<file path="src/rtl/sftr_pkg.sv">
`timescale 1ns / 1ps
// ----------------------------------------------------------------------------
// Scaled font text rasterizer package
// Shared widths, codes, interface structures and the 5x7 glyph ROM.
// ----------------------------------------------------------------------------
package sftr_pkg;

  localparam int unsigned CURSOR_BITS = 24;
  localparam int unsigned COORD_BITS  = 15;
  localparam int unsigned COLOR_BITS  = 32;
  localparam int unsigned SCALE_BITS  = 4;
  localparam int unsigned CODE_BITS   = 8;
  localparam int unsigned ORIGIN_BITS = 16;
  localparam int unsigned CFG_BITS    = 32;
  localparam int unsigned CFG_IDX_BITS = 2;
  localparam int unsigned GLYPH_DOTS  = 35;
  localparam int unsigned GLYPH_COLS  = 5;
  localparam int unsigned DOT_BITS    = 6;
  localparam int unsigned COL_BITS    = 3;

  localparam logic [CODE_BITS-1:0]  NEWLINE_CODE = 8'd10;
  localparam logic [COORD_BITS-1:0] FRAME_WIDTH_RESET  = 15'd640;
  localparam logic [COORD_BITS-1:0] FRAME_HEIGHT_RESET = 15'd480;
  localparam logic [SCALE_BITS-1:0] PIXEL_SCALE_RESET  = 4'd1;
  localparam logic [COLOR_BITS-1:0] INK_COLOR_RESET    = 32'hFFFF_FFFF;

  typedef logic [CURSOR_BITS-1:0] cursor_t;
  typedef logic [COORD_BITS-1:0]  coord_t;
  typedef logic [GLYPH_DOTS-1:0]  glyph_t;

  typedef enum logic [1:0] {
    SEQ_IDLE,
    SEQ_SCAN,
    SEQ_FLUSH
  } seq_state_e;

  typedef enum logic [CFG_IDX_BITS-1:0] {
    REG_FRAME_WIDTH  = 2'd0,
    REG_FRAME_HEIGHT = 2'd1,
    REG_PIXEL_SCALE  = 2'd2,
    REG_INK_COLOR    = 2'd3
  } cfg_reg_e;

  typedef struct packed {
    cursor_t col_x;
    cursor_t row_y;
  } cell_req_t;

  typedef struct packed {
    coord_t left;
    coord_t top;
    coord_t right;
    coord_t bottom;
  } cell_edges_t;

  typedef struct packed {
    cell_edges_t edges;
    logic        hit;
    cursor_t     right_raw;
    cursor_t     bottom_raw;
  } cell_rsp_t;

  typedef struct packed {
    logic        valid;
    cell_edges_t edges;
    logic        last;
  } cell_push_t;

  typedef struct packed {
    logic busy;
    logic pend_valid;
  } seq_status_t;

  // Rows top to bottom, leftmost dot in the most significant bit of each row.
  function automatic glyph_t glyph_bits(input logic [CODE_BITS-1:0] code);
    glyph_t g;
    case (code)
      8'h41: g = {5'd14, 5'd17, 5'd17, 5'd31, 5'd17, 5'd17, 5'd17};
      8'h42: g = {5'd30, 5'd17, 5'd17, 5'd30, 5'd17, 5'd17, 5'd30};
      8'h43: g = {5'd15, 5'd16, 5'd16, 5'd16, 5'd16, 5'd16, 5'd15};
      8'h44: g = {5'd30, 5'd17, 5'd17, 5'd17, 5'd17, 5'd17, 5'd30};
      8'h45: g = {5'd31, 5'd16, 5'd16, 5'd30, 5'd16, 5'd16, 5'd31};
      8'h46: g = {5'd31, 5'd16, 5'd16, 5'd30, 5'd16, 5'd16, 5'd16};
      8'h47: g = {5'd15, 5'd16, 5'd16, 5'd23, 5'd17, 5'd17, 5'd15};
      8'h48: g = {5'd17, 5'd17, 5'd17, 5'd31, 5'd17, 5'd17, 5'd17};
      8'h49: g = {5'd31, 5'd4,  5'd4,  5'd4,  5'd4,  5'd4,  5'd31};
      8'h4A: g = {5'd7,  5'd2,  5'd2,  5'd2,  5'd18, 5'd18, 5'd12};
      8'h4B: g = {5'd17, 5'd18, 5'd20, 5'd24, 5'd20, 5'd18, 5'd17};
      8'h4C: g = {5'd16, 5'd16, 5'd16, 5'd16, 5'd16, 5'd16, 5'd31};
      8'h4D: g = {5'd17, 5'd27, 5'd21, 5'd21, 5'd17, 5'd17, 5'd17};
      8'h4E: g = {5'd17, 5'd25, 5'd21, 5'd19, 5'd17, 5'd17, 5'd17};
      8'h4F: g = {5'd14, 5'd17, 5'd17, 5'd17, 5'd17, 5'd17, 5'd14};
      8'h50: g = {5'd30, 5'd17, 5'd17, 5'd30, 5'd16, 5'd16, 5'd16};
      8'h51: g = {5'd14, 5'd17, 5'd17, 5'd17, 5'd21, 5'd18, 5'd13};
      8'h52: g = {5'd30, 5'd17, 5'd17, 5'd30, 5'd20, 5'd18, 5'd17};
      8'h53: g = {5'd15, 5'd16, 5'd16, 5'd14, 5'd1,  5'd1,  5'd30};
      8'h54: g = {5'd31, 5'd4,  5'd4,  5'd4,  5'd4,  5'd4,  5'd4};
      8'h55: g = {5'd17, 5'd17, 5'd17, 5'd17, 5'd17, 5'd17, 5'd14};
      8'h56: g = {5'd17, 5'd17, 5'd17, 5'd17, 5'd17, 5'd10, 5'd4};
      8'h57: g = {5'd17, 5'd17, 5'd17, 5'd21, 5'd21, 5'd27, 5'd17};
      8'h58: g = {5'd17, 5'd17, 5'd10, 5'd4,  5'd10, 5'd17, 5'd17};
      8'h59: g = {5'd17, 5'd17, 5'd10, 5'd4,  5'd4,  5'd4,  5'd4};
      8'h5A: g = {5'd31, 5'd1,  5'd2,  5'd4,  5'd8,  5'd16, 5'd31};
      8'h30: g = {5'd14, 5'd17, 5'd19, 5'd21, 5'd25, 5'd17, 5'd14};
      8'h31: g = {5'd4,  5'd12, 5'd4,  5'd4,  5'd4,  5'd4,  5'd14};
      8'h32: g = {5'd14, 5'd17, 5'd1,  5'd2,  5'd4,  5'd8,  5'd31};
      8'h33: g = {5'd30, 5'd1,  5'd1,  5'd14, 5'd1,  5'd1,  5'd30};
      8'h34: g = {5'd2,  5'd6,  5'd10, 5'd18, 5'd31, 5'd2,  5'd2};
      8'h35: g = {5'd31, 5'd16, 5'd16, 5'd30, 5'd1,  5'd1,  5'd30};
      8'h36: g = {5'd14, 5'd16, 5'd16, 5'd30, 5'd17, 5'd17, 5'd14};
      8'h37: g = {5'd31, 5'd1,  5'd2,  5'd4,  5'd8,  5'd8,  5'd8};
      8'h38: g = {5'd14, 5'd17, 5'd17, 5'd14, 5'd17, 5'd17, 5'd14};
      8'h39: g = {5'd14, 5'd17, 5'd17, 5'd15, 5'd1,  5'd1,  5'd14};
      8'h2E: g = {5'd0,  5'd0,  5'd0,  5'd0,  5'd0,  5'd6,  5'd6};
      8'h3A: g = {5'd0,  5'd6,  5'd6,  5'd0,  5'd6,  5'd6,  5'd0};
      8'h25: g = {5'd24, 5'd25, 5'd2,  5'd4,  5'd8,  5'd19, 5'd3};
      8'h2D: g = {5'd0,  5'd0,  5'd0,  5'd31, 5'd0,  5'd0,  5'd0};
      8'h2B: g = {5'd0,  5'd4,  5'd4,  5'd31, 5'd4,  5'd4,  5'd0};
      8'h5F: g = {5'd0,  5'd0,  5'd0,  5'd0,  5'd0,  5'd0,  5'd31};
      8'h2F: g = {5'd1,  5'd2,  5'd2,  5'd4,  5'd8,  5'd8,  5'd16};
      8'h21: g = {5'd4,  5'd4,  5'd4,  5'd4,  5'd4,  5'd0,  5'd4};
      default: g = '0;
    endcase
    return g;
  endfunction

endpackage

</file>
<file path="src/rtl/sftr_cell_unit.sv">
`timescale 1ns / 1ps
// ----------------------------------------------------------------------------
// Scaled font text rasterizer cell unit
// Shared adder and clip stage: forms the far edges of one glyph cell and
// clamps the left, top, right and bottom edges to the frame.
// ----------------------------------------------------------------------------
module sftr_cell_unit (
  input  sftr_pkg::cell_req_t                  req_i,
  input  logic [sftr_pkg::SCALE_BITS-1:0]      pixel_scale_i,
  input  sftr_pkg::coord_t                     frame_width_i,
  input  sftr_pkg::coord_t                     frame_height_i,
  output sftr_pkg::cell_rsp_t                  rsp_o
);

  function automatic sftr_pkg::coord_t clip_edge(input sftr_pkg::cursor_t v,
                                                 input sftr_pkg::coord_t limit);
    sftr_pkg::coord_t r;
    if (v[sftr_pkg::CURSOR_BITS-1]) begin
      r = '0;
    end else if (v > {{(sftr_pkg::CURSOR_BITS-sftr_pkg::COORD_BITS){1'b0}}, limit}) begin
      r = limit;
    end else begin
      r = v[sftr_pkg::COORD_BITS-1:0];
    end
    return r;
  endfunction

  sftr_pkg::cursor_t scale_ext;
  sftr_pkg::cursor_t right_raw;
  sftr_pkg::cursor_t bottom_raw;
  sftr_pkg::cell_edges_t edges;

  assign scale_ext  = {{(sftr_pkg::CURSOR_BITS-sftr_pkg::SCALE_BITS){1'b0}}, pixel_scale_i};
  assign right_raw  = req_i.col_x + scale_ext;
  assign bottom_raw = req_i.row_y + scale_ext;

  always_comb begin
    edges.left   = clip_edge(req_i.col_x, frame_width_i);
    edges.right  = clip_edge(right_raw, frame_width_i);
    edges.top    = clip_edge(req_i.row_y, frame_height_i);
    edges.bottom = clip_edge(bottom_raw, frame_height_i);
  end

  assign rsp_o.edges      = edges;
  assign rsp_o.hit        = (edges.left < edges.right) && (edges.top < edges.bottom);
  assign rsp_o.right_raw  = right_raw;
  assign rsp_o.bottom_raw = bottom_raw;

endmodule

</file>
<file path="src/rtl/sftr_sequencer.sv">
`timescale 1ns / 1ps
// ----------------------------------------------------------------------------
// Scaled font text rasterizer sequencer
// Holds the cursor, walks the 35 glyph dots through the cell unit and keeps
// one cell back so that the final cell of a character can be marked.
// ----------------------------------------------------------------------------
module sftr_sequencer (
  input  logic                                  clk_i,
  input  logic                                  rst_ni,
  input  logic                                  in_valid_i,
  output logic                                  in_stall_o,
  input  logic [sftr_pkg::CODE_BITS-1:0]        char_code_i,
  input  logic                                  string_start_i,
  input  logic signed [sftr_pkg::ORIGIN_BITS-1:0] origin_x_i,
  input  logic signed [sftr_pkg::ORIGIN_BITS-1:0] origin_y_i,
  input  logic [sftr_pkg::SCALE_BITS-1:0]       pixel_scale_i,
  output sftr_pkg::cell_req_t                   req_o,
  input  sftr_pkg::cell_rsp_t                   rsp_i,
  input  logic                                  out_free_i,
  output sftr_pkg::cell_push_t                  push_o,
  output sftr_pkg::seq_status_t                 status_o
);

  localparam logic [sftr_pkg::DOT_BITS-1:0] DotLast = sftr_pkg::DOT_BITS'(sftr_pkg::GLYPH_DOTS-1);
  localparam logic [sftr_pkg::COL_BITS-1:0] ColLast = sftr_pkg::COL_BITS'(sftr_pkg::GLYPH_COLS-1);

  sftr_pkg::seq_state_e state_q, state_d;
  sftr_pkg::cursor_t cursor_x_q, cursor_x_d;
  sftr_pkg::cursor_t cursor_y_q, cursor_y_d;
  sftr_pkg::cursor_t line_start_q, line_start_d;
  sftr_pkg::cursor_t col_x_q, col_x_d;
  sftr_pkg::cursor_t row_y_q, row_y_d;
  sftr_pkg::glyph_t glyph_q, glyph_d;
  logic [sftr_pkg::DOT_BITS-1:0] dot_q, dot_d;
  logic [sftr_pkg::COL_BITS-1:0] col_q, col_d;
  logic pend_valid_q, pend_valid_d;
  sftr_pkg::cell_edges_t pend_q, pend_d;

  sftr_pkg::cursor_t org_x, org_y, load_x, load_y, load_line;
  sftr_pkg::cursor_t step_x, step_y;
  logic hit;

  assign org_x = {{(sftr_pkg::CURSOR_BITS-sftr_pkg::ORIGIN_BITS){origin_x_i[sftr_pkg::ORIGIN_BITS-1]}},
                  origin_x_i};
  assign org_y = {{(sftr_pkg::CURSOR_BITS-sftr_pkg::ORIGIN_BITS){origin_y_i[sftr_pkg::ORIGIN_BITS-1]}},
                  origin_y_i};
  assign load_x    = string_start_i ? org_x : cursor_x_q;
  assign load_line = string_start_i ? org_x : line_start_q;
  assign load_y    = string_start_i ? org_y : cursor_y_q;

  // Six and nine times the scale, built from shifts.
  assign step_x = {{(sftr_pkg::CURSOR_BITS-7){1'b0}},
                   ({1'b0, pixel_scale_i, 2'b00} + {2'b00, pixel_scale_i, 1'b0})};
  assign step_y = {{(sftr_pkg::CURSOR_BITS-8){1'b0}},
                   ({1'b0, pixel_scale_i, 3'b000} + {4'b0000, pixel_scale_i})};

  assign req_o.col_x = col_x_q;
  assign req_o.row_y = row_y_q;
  assign hit = glyph_q[sftr_pkg::GLYPH_DOTS-1] && rsp_i.hit;

  assign in_stall_o          = (state_q != sftr_pkg::SEQ_IDLE);
  assign status_o.busy       = (state_q != sftr_pkg::SEQ_IDLE);
  assign status_o.pend_valid = pend_valid_q;

  always_ff @(posedge clk_i or negedge rst_ni) begin
    if (!rst_ni) begin
      state_q <= sftr_pkg::SEQ_IDLE;
    end else begin
      state_q <= state_d;
    end
  end

  always_ff @(posedge clk_i or negedge rst_ni) begin
    if (!rst_ni) begin
      cursor_x_q   <= '0;
      cursor_y_q   <= '0;
      line_start_q <= '0;
      pend_valid_q <= 1'b0;
    end else begin
      cursor_x_q   <= cursor_x_d;
      cursor_y_q   <= cursor_y_d;
      line_start_q <= line_start_d;
      pend_valid_q <= pend_valid_d;
    end
  end

  always_ff @(posedge clk_i) begin
    col_x_q <= col_x_d;
    row_y_q <= row_y_d;
    glyph_q <= glyph_d;
    dot_q   <= dot_d;
    col_q   <= col_d;
    pend_q  <= pend_d;
  end

  always_comb begin
    state_d      = state_q;
    cursor_x_d   = cursor_x_q;
    cursor_y_d   = cursor_y_q;
    line_start_d = line_start_q;
    col_x_d      = col_x_q;
    row_y_d      = row_y_q;
    glyph_d      = glyph_q;
    dot_d        = dot_q;
    col_d        = col_q;
    pend_valid_d = pend_valid_q;
    pend_d       = pend_q;
    push_o.valid = 1'b0;
    push_o.edges = pend_q;
    push_o.last  = 1'b0;

    case (state_q)
      sftr_pkg::SEQ_IDLE: begin
        if (in_valid_i) begin
          line_start_d = load_line;
          if (char_code_i == sftr_pkg::NEWLINE_CODE) begin
            cursor_x_d = load_line;
            cursor_y_d = load_y + step_y;
          end else begin
            cursor_x_d   = load_x;
            cursor_y_d   = load_y;
            col_x_d      = load_x;
            row_y_d      = load_y;
            glyph_d      = sftr_pkg::glyph_bits(char_code_i);
            dot_d        = '0;
            col_d        = '0;
            pend_valid_d = 1'b0;
            state_d      = sftr_pkg::SEQ_SCAN;
          end
        end
      end
      sftr_pkg::SEQ_SCAN: begin
        if (!(hit && pend_valid_q && !out_free_i)) begin
          glyph_d = glyph_q << 1;
          dot_d   = dot_q + 1'b1;
          if (col_q == ColLast) begin
            col_d   = '0;
            col_x_d = cursor_x_q;
            row_y_d = rsp_i.bottom_raw;
          end else begin
            col_d   = col_q + 1'b1;
            col_x_d = rsp_i.right_raw;
          end
          if (hit) begin
            push_o.valid = pend_valid_q;
            pend_d       = rsp_i.edges;
            pend_valid_d = 1'b1;
          end
          if (dot_q == DotLast) begin
            state_d = sftr_pkg::SEQ_FLUSH;
          end
        end
      end
      sftr_pkg::SEQ_FLUSH: begin
        if (!pend_valid_q || out_free_i) begin
          push_o.valid = pend_valid_q;
          push_o.last  = 1'b1;
          pend_valid_d = 1'b0;
          cursor_x_d   = cursor_x_q + step_x;
          state_d      = sftr_pkg::SEQ_IDLE;
        end
      end
      default: begin
        state_d = sftr_pkg::SEQ_IDLE;
      end
    endcase
  end

endmodule

</file>
<file path="src/rtl/scaled_font_text_rasterizer.sv">
`timescale 1ns / 1ps
// ----------------------------------------------------------------------------
// Scaled font text rasterizer
// Turns characters into clipped, scaled cell rectangles of a 5x7 font.
// ----------------------------------------------------------------------------
// One character is transferred on the input channel (in_valid_i, in_stall_o)
// together with a string start flag and the string origin. Each set dot of
// its glyph yields one cell rectangle on the output channel (out_valid_o,
// out_stall_i), clipped to the frame; the final cell of a character carries
// last_cell_o. Empty cells, unknown codes and newlines give no transfer.
// A printable or unknown character keeps the block busy: it is accepted,
// its 35 glyph dots are walked through the shared adder and clip unit one
// after another, and then the held-back final cell is handed over and the
// cursor advanced. A newline moves the cursor to the start of the next
// line and the block stays idle. One cell is always held back until the
// next is found. When a new cell is found, or the final cell is due, while
// a cell is held back and the output register is full and stalled, the
// block waits. Configuration writes (cfg_we_i, cfg_index_i, cfg_data_i)
// take effect at once; the user must make them only while the block is
// idle, and the block itself does not enforce this. Reset clears the
// cursor, line start and all valid flags and loads the register defaults.
// ----------------------------------------------------------------------------
module scaled_font_text_rasterizer (
  input  logic                                    clk_i,
  input  logic                                    rst_ni,
  input  logic                                    cfg_we_i,
  input  logic [sftr_pkg::CFG_IDX_BITS-1:0]       cfg_index_i,
  input  logic [sftr_pkg::CFG_BITS-1:0]           cfg_data_i,
  input  logic                                    in_valid_i,
  output logic                                    in_stall_o,
  input  logic [sftr_pkg::CODE_BITS-1:0]          char_code_i,
  input  logic                                    string_start_i,
  input  logic signed [sftr_pkg::ORIGIN_BITS-1:0] origin_x_i,
  input  logic signed [sftr_pkg::ORIGIN_BITS-1:0] origin_y_i,
  output logic                                    out_valid_o,
  input  logic                                    out_stall_i,
  output logic [sftr_pkg::COORD_BITS-1:0]         cell_left_o,
  output logic [sftr_pkg::COORD_BITS-1:0]         cell_top_o,
  output logic [sftr_pkg::COORD_BITS-1:0]         cell_right_o,
  output logic [sftr_pkg::COORD_BITS-1:0]         cell_bottom_o,
  output logic [sftr_pkg::COLOR_BITS-1:0]         cell_color_o,
  output logic                                    last_cell_o
);

  sftr_pkg::coord_t frame_width_q, frame_height_q;
  logic [sftr_pkg::SCALE_BITS-1:0] pixel_scale_q;
  logic [sftr_pkg::COLOR_BITS-1:0] ink_color_q;

  logic out_valid_q, out_valid_d;
  sftr_pkg::cell_edges_t out_edges_q;
  logic [sftr_pkg::COLOR_BITS-1:0] out_color_q;
  logic out_last_q;

  sftr_pkg::cell_req_t   req;
  sftr_pkg::cell_rsp_t   rsp;
  sftr_pkg::cell_push_t  push;
  sftr_pkg::seq_status_t status;
  logic out_free;

  always_ff @(posedge clk_i or negedge rst_ni) begin
    if (!rst_ni) begin
      frame_width_q  <= sftr_pkg::FRAME_WIDTH_RESET;
      frame_height_q <= sftr_pkg::FRAME_HEIGHT_RESET;
      pixel_scale_q  <= sftr_pkg::PIXEL_SCALE_RESET;
      ink_color_q    <= sftr_pkg::INK_COLOR_RESET;
    end else if (cfg_we_i) begin
      case (sftr_pkg::cfg_reg_e'(cfg_index_i))
        sftr_pkg::REG_FRAME_WIDTH:  frame_width_q  <= cfg_data_i[sftr_pkg::COORD_BITS-1:0];
        sftr_pkg::REG_FRAME_HEIGHT: frame_height_q <= cfg_data_i[sftr_pkg::COORD_BITS-1:0];
        sftr_pkg::REG_PIXEL_SCALE:  pixel_scale_q  <= cfg_data_i[sftr_pkg::SCALE_BITS-1:0];
        sftr_pkg::REG_INK_COLOR:    ink_color_q    <= cfg_data_i[sftr_pkg::COLOR_BITS-1:0];
        default: begin
        end
      endcase
    end
  end

  sftr_sequencer u_sequencer (
    .clk_i          (clk_i),
    .rst_ni         (rst_ni),
    .in_valid_i     (in_valid_i),
    .in_stall_o     (in_stall_o),
    .char_code_i    (char_code_i),
    .string_start_i (string_start_i),
    .origin_x_i     (origin_x_i),
    .origin_y_i     (origin_y_i),
    .pixel_scale_i  (pixel_scale_q),
    .req_o          (req),
    .rsp_i          (rsp),
    .out_free_i     (out_free),
    .push_o         (push),
    .status_o       (status)
  );

  sftr_cell_unit u_cell_unit (
    .req_i          (req),
    .pixel_scale_i  (pixel_scale_q),
    .frame_width_i  (frame_width_q),
    .frame_height_i (frame_height_q),
    .rsp_o          (rsp)
  );

  assign out_free = !out_valid_q || !out_stall_i;

  always_comb begin
    out_valid_d = out_valid_q;
    if (push.valid) begin
      out_valid_d = 1'b1;
    end else if (!out_stall_i) begin
      out_valid_d = 1'b0;
    end
  end

  always_ff @(posedge clk_i or negedge rst_ni) begin
    if (!rst_ni) begin
      out_valid_q <= 1'b0;
    end else begin
      out_valid_q <= out_valid_d;
    end
  end

  always_ff @(posedge clk_i) begin
    if (push.valid) begin
      out_edges_q <= push.edges;
      out_color_q <= ink_color_q;
      out_last_q  <= push.last;
    end
  end

  assign out_valid_o   = out_valid_q;
  assign cell_left_o   = out_edges_q.left;
  assign cell_top_o    = out_edges_q.top;
  assign cell_right_o  = out_edges_q.right;
  assign cell_bottom_o = out_edges_q.bottom;
  assign cell_color_o  = out_color_q;
  assign last_cell_o   = out_last_q;

  a_push_into_free: assert property (@(posedge clk_i) disable iff (!rst_ni)
    push.valid |-> out_free)
    else $error("A cell was handed over while the output register was occupied.");

  a_cell_not_empty: assert property (@(posedge clk_i) disable iff (!rst_ni)
    out_valid_o |-> ((cell_left_o < cell_right_o) && (cell_top_o < cell_bottom_o)))
    else $error("An empty cell was presented on the output.");

  a_idle_no_held_cell: assert property (@(posedge clk_i) disable iff (!rst_ni)
    !status.busy |-> !status.pend_valid)
    else $error("A held-back cell remained while the block was idle.");

  a_glyph_starts_walk: assert property (@(posedge clk_i) disable iff (!rst_ni)
    (in_valid_i && !in_stall_o && (char_code_i != sftr_pkg::NEWLINE_CODE)) |=> in_stall_o)
    else $error("A character transfer did not start the glyph walk.");

endmodule
</file>
<file path="config.mk">
export PLATFORM = sky130hd
export DESIGN_NAME = scaled_font_text_rasterizer
export DESIGN_NICKNAME = d
export VERILOG_FILES = /design/src/rtl/sftr_pkg.sv /design/src/rtl/sftr_cell_unit.sv /design/src/rtl/sftr_sequencer.sv /design/src/rtl/scaled_font_text_rasterizer.sv
export SDC_FILE = /design/constraint.sdc
export NUM_CORES = 1
export LEC_CHECK = 0
export BUFFER_PORTS_ARGS = -buffer_cell sky130_fd_sc_hd__buf_2
export CORE_MARGIN = 2
export CORE_UTILIZATION = 30
export CTS_CLUSTER_DIAMETER = 60
export CTS_CLUSTER_SIZE = 16
export DETAILED_ROUTE_END_ITERATION = 8
export SETUP_SLACK_MARGIN = 0.15
export SKIP_CTS_REPAIR_TIMING = 1
export SLEW_MARGIN = 20
export SYNTH_ARGS = -nofsm -noshare
export SYNTH_HDL_FRONTEND = slang
export SYNTH_MEMORY_MAX_BITS = 65536
export SYNTH_SLANG_ARGS = --single-unit
export TNS_END_PERCENT = 20
</file>
<file path="constraint.sdc">
create_clock -name clk_i -period 17.1 [get_ports clk_i]
set_clock_uncertainty 0.05 [all_clocks]
set_input_delay 0 -clock clk_i [delete_from_list [all_inputs] [get_ports clk_i]]
set_output_delay 0 -clock clk_i [all_outputs]
set_load 0.03 [all_outputs]
</file>
==> results.yml, run 1 <==
outcome:
  outcome: "finished clean"
sta:
  fin_crit_ps: 8820
  fin_crit_sh: 0.516
  rsz0062_at_grt: "no"
  drv_slew: 0
  tightest_slew_ps: 1230
  clock.fmax_mhz: 113
  finalHoldViolCount: 0
  final.setup.tns_ps: 0
  slew_headroom: 0.175
  setup_viol: 0
cells_and_area:
  drive_above_1_share: 0.174
  syn2layout_area_growth_pct: 17.4
  finish.utilization: 0.355
  final_common_cell: "edfxtp_1"
  fin_nets: 2600
  layout_common_cells: "edfxtp_1 (245), nand2_1 (235), buf_2 (172)"
floorplanning:
  rows: 100
  core_mm2: 0.0742
  pin_count: 175
  die_w_um: 278
  chipHeight_um: 278
  initial_core_util: 0.302
  die-area_mm2: 0.0770
clock_network:
  htreeDepth: 2
  cts_tree: "done"
  cts.clk_slew.worst_paths_ps: 70
  cts_root_buf: "clkbuf_16"
  max-clock-path-buffers: 3
  clock-sinks: 387
  clk_latency_ps: 570
  cts-buffers-inserted: 38
synthesis:
  synth-edff-count: 245
  syn_area_mm2: 0.0224
  synth_nets: 2407
  yosys_warnings: 0
  ys_seq_area_frac: 0.488
  synth_seq_cells: 387
  avgSynthCellArea_um2: 10.3
  synth.top_cell.area_share: 0.328
  synth_cell_types: 77
  postSynthCellCount: 2188
  synth.area.top_cells: "edfxtp_1 (33%), dfrtp_1 (11%), ha_1 (7.3%), dfstp_2 (4.6%), mux2_2 (4.4%)"
  ys.flop_type: "edfxtp_1"
  yosysTopAreaCell: "edfxtp_1"
  async_flop_share: 0.367
setup_path:
  worstSetupEndpointType: "register"
  reg2reg_from: "pixel_scale_q[0]"
  worstPathRequired_ps: 17240
  slowest_delay_ps: 820
  reg2regPathDepth: 29
  cp-start-kind: "register"
  criticalPathCategory: "register to register"
  worstReg2RegEnd: "cell_bottom_o[3]"
  critPathSlowestCell: "and4_1"
  critPathArrivalTime_ps: 8970
  regToRegSetupSlack_ps: 8280
  cp_max_fo: 55
place:
  dpl.hpwl_um: 47500
  routabilityCongestion: 0.923
  port_buffers: 174
hold_path:
  min_to: "pixel_scale_q[1]"
  hold_class: "input pin to register"
  whs_path_depth: 3
  min_from: "cfg_we_i"
route:
  dr.pass1.iters: 5
  ant_nets: 0
  wl_per_cell_um: 19.4
  vias_per_cell: 5.25
  drt-total-wl_um: 65500
  vias: 17800
  route.detailed.drc: 0
  first_iter_violations: 1685
grt:
  grt_max_degree: 92
  overflow: 0
  grt_pass1_vias: 17300
  grt_pass1_wl_um: 102000
  grt_use_total: 0.166
  antenna_found_initial: 14
job:
  drv_cap: 0
pwr:
  power_density_mw_per_mm2: 158
  p_leak_nw: 10.7
  ir_worst_vdd_uv: 74.8
report_power, final:
group          internal, W  switching, W  total [W]
Combinational     0.000641      0.000981    0.00162
Sequential         0.00142      0.000280    0.00170
Clock             0.000467      0.000387   0.000855
Total              0.00252       0.00165    0.00417
layer usage:
layer | up-vias | global-route usage | wire length (um)
met5 | - | 0 | 102
met4 | 16 | 0.0425 | 1480
met3 | 121 | 0.0459 | 4320
met2 | 583 | 0.267 | 29900
met1 | 8635 | 0.219 | 29700
li1 | 8413 | - | -
how the worst max path moves through the flow:
stage / startpoint / to / cells after the start
final: pixel_scale_q[0] / cell_bottom_o[3] / 29
after global routing: pixel_scale_q[0] / cell_top_o[5] / 29
after CTS: pixel_scale_q[0] / cell_bottom_o[3] / 29
after detailed placement: pixel_scale_q[0] / cell_bottom_o[3] / 29
after global placement: pixel_scale_q[0] / cell_bottom_o[3] / 29
after floorplan: pixel_scale_q[0] / cell_bottom_o[0] / 29
Yosys cell counts, drive strengths merged (9+ instances only):
library cell and number:
nor2b 25, xor2 29, a21oi 158, mux2 89
buf 19, a311oi 14, edfxtp 245, or2 16
o221ai 14, mux2i 67, nor2 164, nand2 235
a32oi 9, nand4 25, dfrtp 103, o31ai 13
nand2b 38, nor3 30, dfstp 39, a31oi 13
nand3 55, ha 131, inv 103, clkbuf 107
o21ai 166, and2 9, xnor2 38, nor4 18
o211ai 33, a21o 23, and3 24, a211oi 19
cell families after synthesis:
kind of cell / Yosys count / share of synthesized area
buffers and inverters: 230 / 0.0390
DFF: 387 / 0.488
xor gates and xnor gates: 67 / 0.0261
AOI/OAI and AO/OA: 540 / 0.151
muxes: 156 / 0.0745
and+or+nand+nor: 669 / 0.141
adders and majority gates: 139 / 0.0802
state kept, by name, indices dropped and copies added, names as in the netlist:
| signal | cells |
|---|---|
| u_sequencer.row_y_q | 24 |
| ink_color_q | 32 |
| cell_color_o | 32 |
| u_sequencer.glyph_q | 35 |
| u_sequencer.line_start_q | 24 |
| out_valid_o | 1 |
| u_sequencer.col_q | 3 |
| u_sequencer.pend_valid_q | 1 |
| frame_height_q | 15 |
| u_sequencer.dot_q | 6 |
| u_sequencer.push_o | 60 |
| u_sequencer.col_x_q | 24 |
| frame_width_q | 15 |
| u_sequencer.cursor_y_q | 24 |
| cell_right_o | 15 |
| last_cell_o | 1 |
| u_sequencer.state_q | 2 |
| u_sequencer.cursor_x_q | 24 |
| cell_left_o | 15 |
| cell_top_o | 15 |
| cell_bottom_o | 15 |
| pixel_scale_q | 4 |
cell type report:
cell class,instances,area (um2)
clock buffers,50,1030
well taps,969,1210
multi-input cells,1571,10700
fillers,7391,47900
repair buffers,279,1860
flip-flops and latches,387,11000
inverters,104,390
diodes,6,15.0
clock inverters,19,220
worst max-delay path, delay by kind of cell, from the launching register on:
family | cells | cell delay, ps
DFF | 1 | 660
AOI/OAI and AO/OA | 8 | 1580
adders and majority gates | 4 | 1100
and+or+nand+nor | 13 | 3380
buffers and inverters | 2 | 1150
muxes | 1 | 160
xor gates and xnor gates | 1 | 300
through the flow:
step	setup WS, ps	cells	cell area [um2]	power [W]	hold slack (ps)
final	8280	3385	26300	0.00417	3.04
after floorplan	3660	2188	22400	0.00280	-346
after global placement	8330	3234	24300	0.00325	59.8
after CTS	8190	3303	25600	0.00418	-554
after detailed placement	8230	3234	24300	0.00331	68.1
after global routing	7640	3384	26300	0.00448	1.53
No activity file was read; power rests on OpenSTA's default activity.
==> run 2, diff against run 1 <==
- clock period: 17.1 -> 7.65 ns (I/O delays scaled with it)
==> results.yml, run 2 (synthesized netlist as in run 1, its figures left out) <==
outcome:
  outcome: "complete, but fails checks"
  violations: "hold timing"
setup_path:
  reg2regPathDepth: 30
  worstSetupEndpointType: "register"
  regToRegSetupSlack_ps: 620
  critical_path_depth: 30
  timing.critical_path.to: "u_sequencer.push_o[25]"
  cp-start-kind: "register"
  cp_common_cell: "and4_1"
  worstPathRequired_ps: 7820
  criticalPathCategory: "register to register"
  critPathSlowestCell: "dfstp_2"
  worstReg2RegEnd: "u_sequencer.push_o[25]"
  slowest_delay_ps: 680
  reg2reg_from: "pixel_scale_q[0]"
  path_buf_inv: 3
  cp-startpoint: "pixel_scale_q[0]"
  cp_max_fo: 60
  critPathArrivalTime_ps: 7200
  cp_top_family: "simple AND/OR/NAND/NOR gates"
cells_and_area:
  syn2layout_area_growth_pct: 18.9
  finish.utilization: 0.360
  drive_above_1_share: 0.189
  nFillCells: 7356
  final_cells: 3386
  fin_nets: 2603
  register_area_mm2: 0.0110
  multiInputGateArea_mm2: 0.0109
  final_common_cell: "edfxtp_1"
  largest_reg_flops: 60
  stdcell_area_mm2: 0.0267
  layout_common_cells: "edfxtp_1 (245), nand2_1 (234), buf_2 (172)"
floorplanning:
  pin_count: 175
  die-area_mm2: 0.0770
  die_w_um: 278
  chipHeight_um: 278
  core_mm2: 0.0742
  rows: 100
  initial_core_util: 0.302
hold_path:
  hold_class: "input pin to register"
pwr:
  finalPower_w: 0.00954
  ir_worst_vdd_uv: 156
  p_leak_nw: 10.8
  power_density_mw_per_mm2: 357
clock_network:
  htreeDepth: 2
  max-clock-path-buffers: 3
  cts.clk_slew.worst_paths_ps: 70
  clk_latency_ps: 570
  cts_tree: "done"
  cts_root_buf: "clkbuf_16"
  cts-buffers-inserted: 40
  clock-sinks: 387
grt:
  antenna_found_initial: 13
  grt_pass1_wl_um: 102000
  grt_use_total: 0.166
  overflow: 0
  grt_pass1_vias: 17400
  grt_max_degree: 93
place:
  port_buffers: 174
  routabilityCongestion: 0.930
  place_inst: 3239
  placed_area_mm2: 0.0246
  dpl.hpwl_um: 48500
sta:
  slew_headroom: 0.308
  rsz0062_at_grt: "no"
  final.setup.tns_ps: 0
  fin_crit_ps: 7030
  clock.fmax_mhz: 142
  finalHoldViolCount: 3
  fin_crit_sh: 0.919
  whs_ps: -47.1
  tightest_slew_ps: 1040
  setup_viol: 0
  drv_slew: 0
route:
  ant_nets: 0
  vias: 17700
  vias_per_cell: 5.22
  route.detailed.drc: 0
  dr.pass1.iters: 7
  drt-total-wl_um: 66000
  first_iter_violations: 1350
  wl_per_cell_um: 19.5
job:
  drv_cap: 0
run 2: layout make-up:
| class | instances | area share |
|---|---|---|
| Antenna cell | 3 | 0.000281 |
| Clock buffer | 54 | 0.0418 |
| Clock inverter | 18 | 0.00816 |
| Inverter | 104 | 0.0146 |
| Multi-Input combinational cell | 1571 | 0.407 |
| Sequential cell | 387 | 0.411 |
| Tap cell | 969 | 0.0454 |
| Timing Repair Buffer | 280 | 0.0718 |
run 2: how the worst min path moves through the flow:
| stage | from | endpoint | cells past startpoint |
|---|---|---|---|
| 2_1_floorplan | rst_ni | frame_height_q[0] | 0 |
| 3_3_place_gp | rst_ni | frame_width_q[11] | 1 |
| 3_5_place_dp | rst_ni | frame_width_q[11] | 1 |
| 4_1_cts | rst_ni | frame_height_q[9] | 1 |
| 5_1_grt | origin_y_i[8] | u_sequencer.cursor_y_q[8] | 4 |
| 6_report | origin_y_i[8] | u_sequencer.row_y_q[8] | 3 |
run 2: power breakdown:
part / total (W) / switching, W / internal, W / leakage [nW]
clock: 0.00200 / 0.000896 / 0.00110 / 0.652
sequential: 0.00380 / 0.000638 / 0.00316 / 3.98
combinational: 0.00374 / 0.00223 / 0.00152 / 6.13
run 2: per-layer routing:
layer  track usage  routed length, um  up-vias
met3        0.0334               4040      102
met5             0                106        -
li1              -                  -     8408
met2         0.266              29800      540
met1         0.230              30700     8617
met4        0.0432               1400       20
run 2: worst reg2reg max path: cells and delay by family (launching register included):
kind            cells  cell delay [ps]
compound gates      7             1230
xor+xnor            1              320
fa+ha+maj           4              980
buf+inv             3              790
flops               1              680
mux                 1              110
simple gates       14             2510
run 2: metrics by stage:
stage                     setup WS [ps]  hold WS [ps]
after floorplan                    -522          -346
after global placement              630          78.1
after detailed placement            439          83.3
after CTS                           398          -531
after global routing                174          6.16
final                               621         -47.1
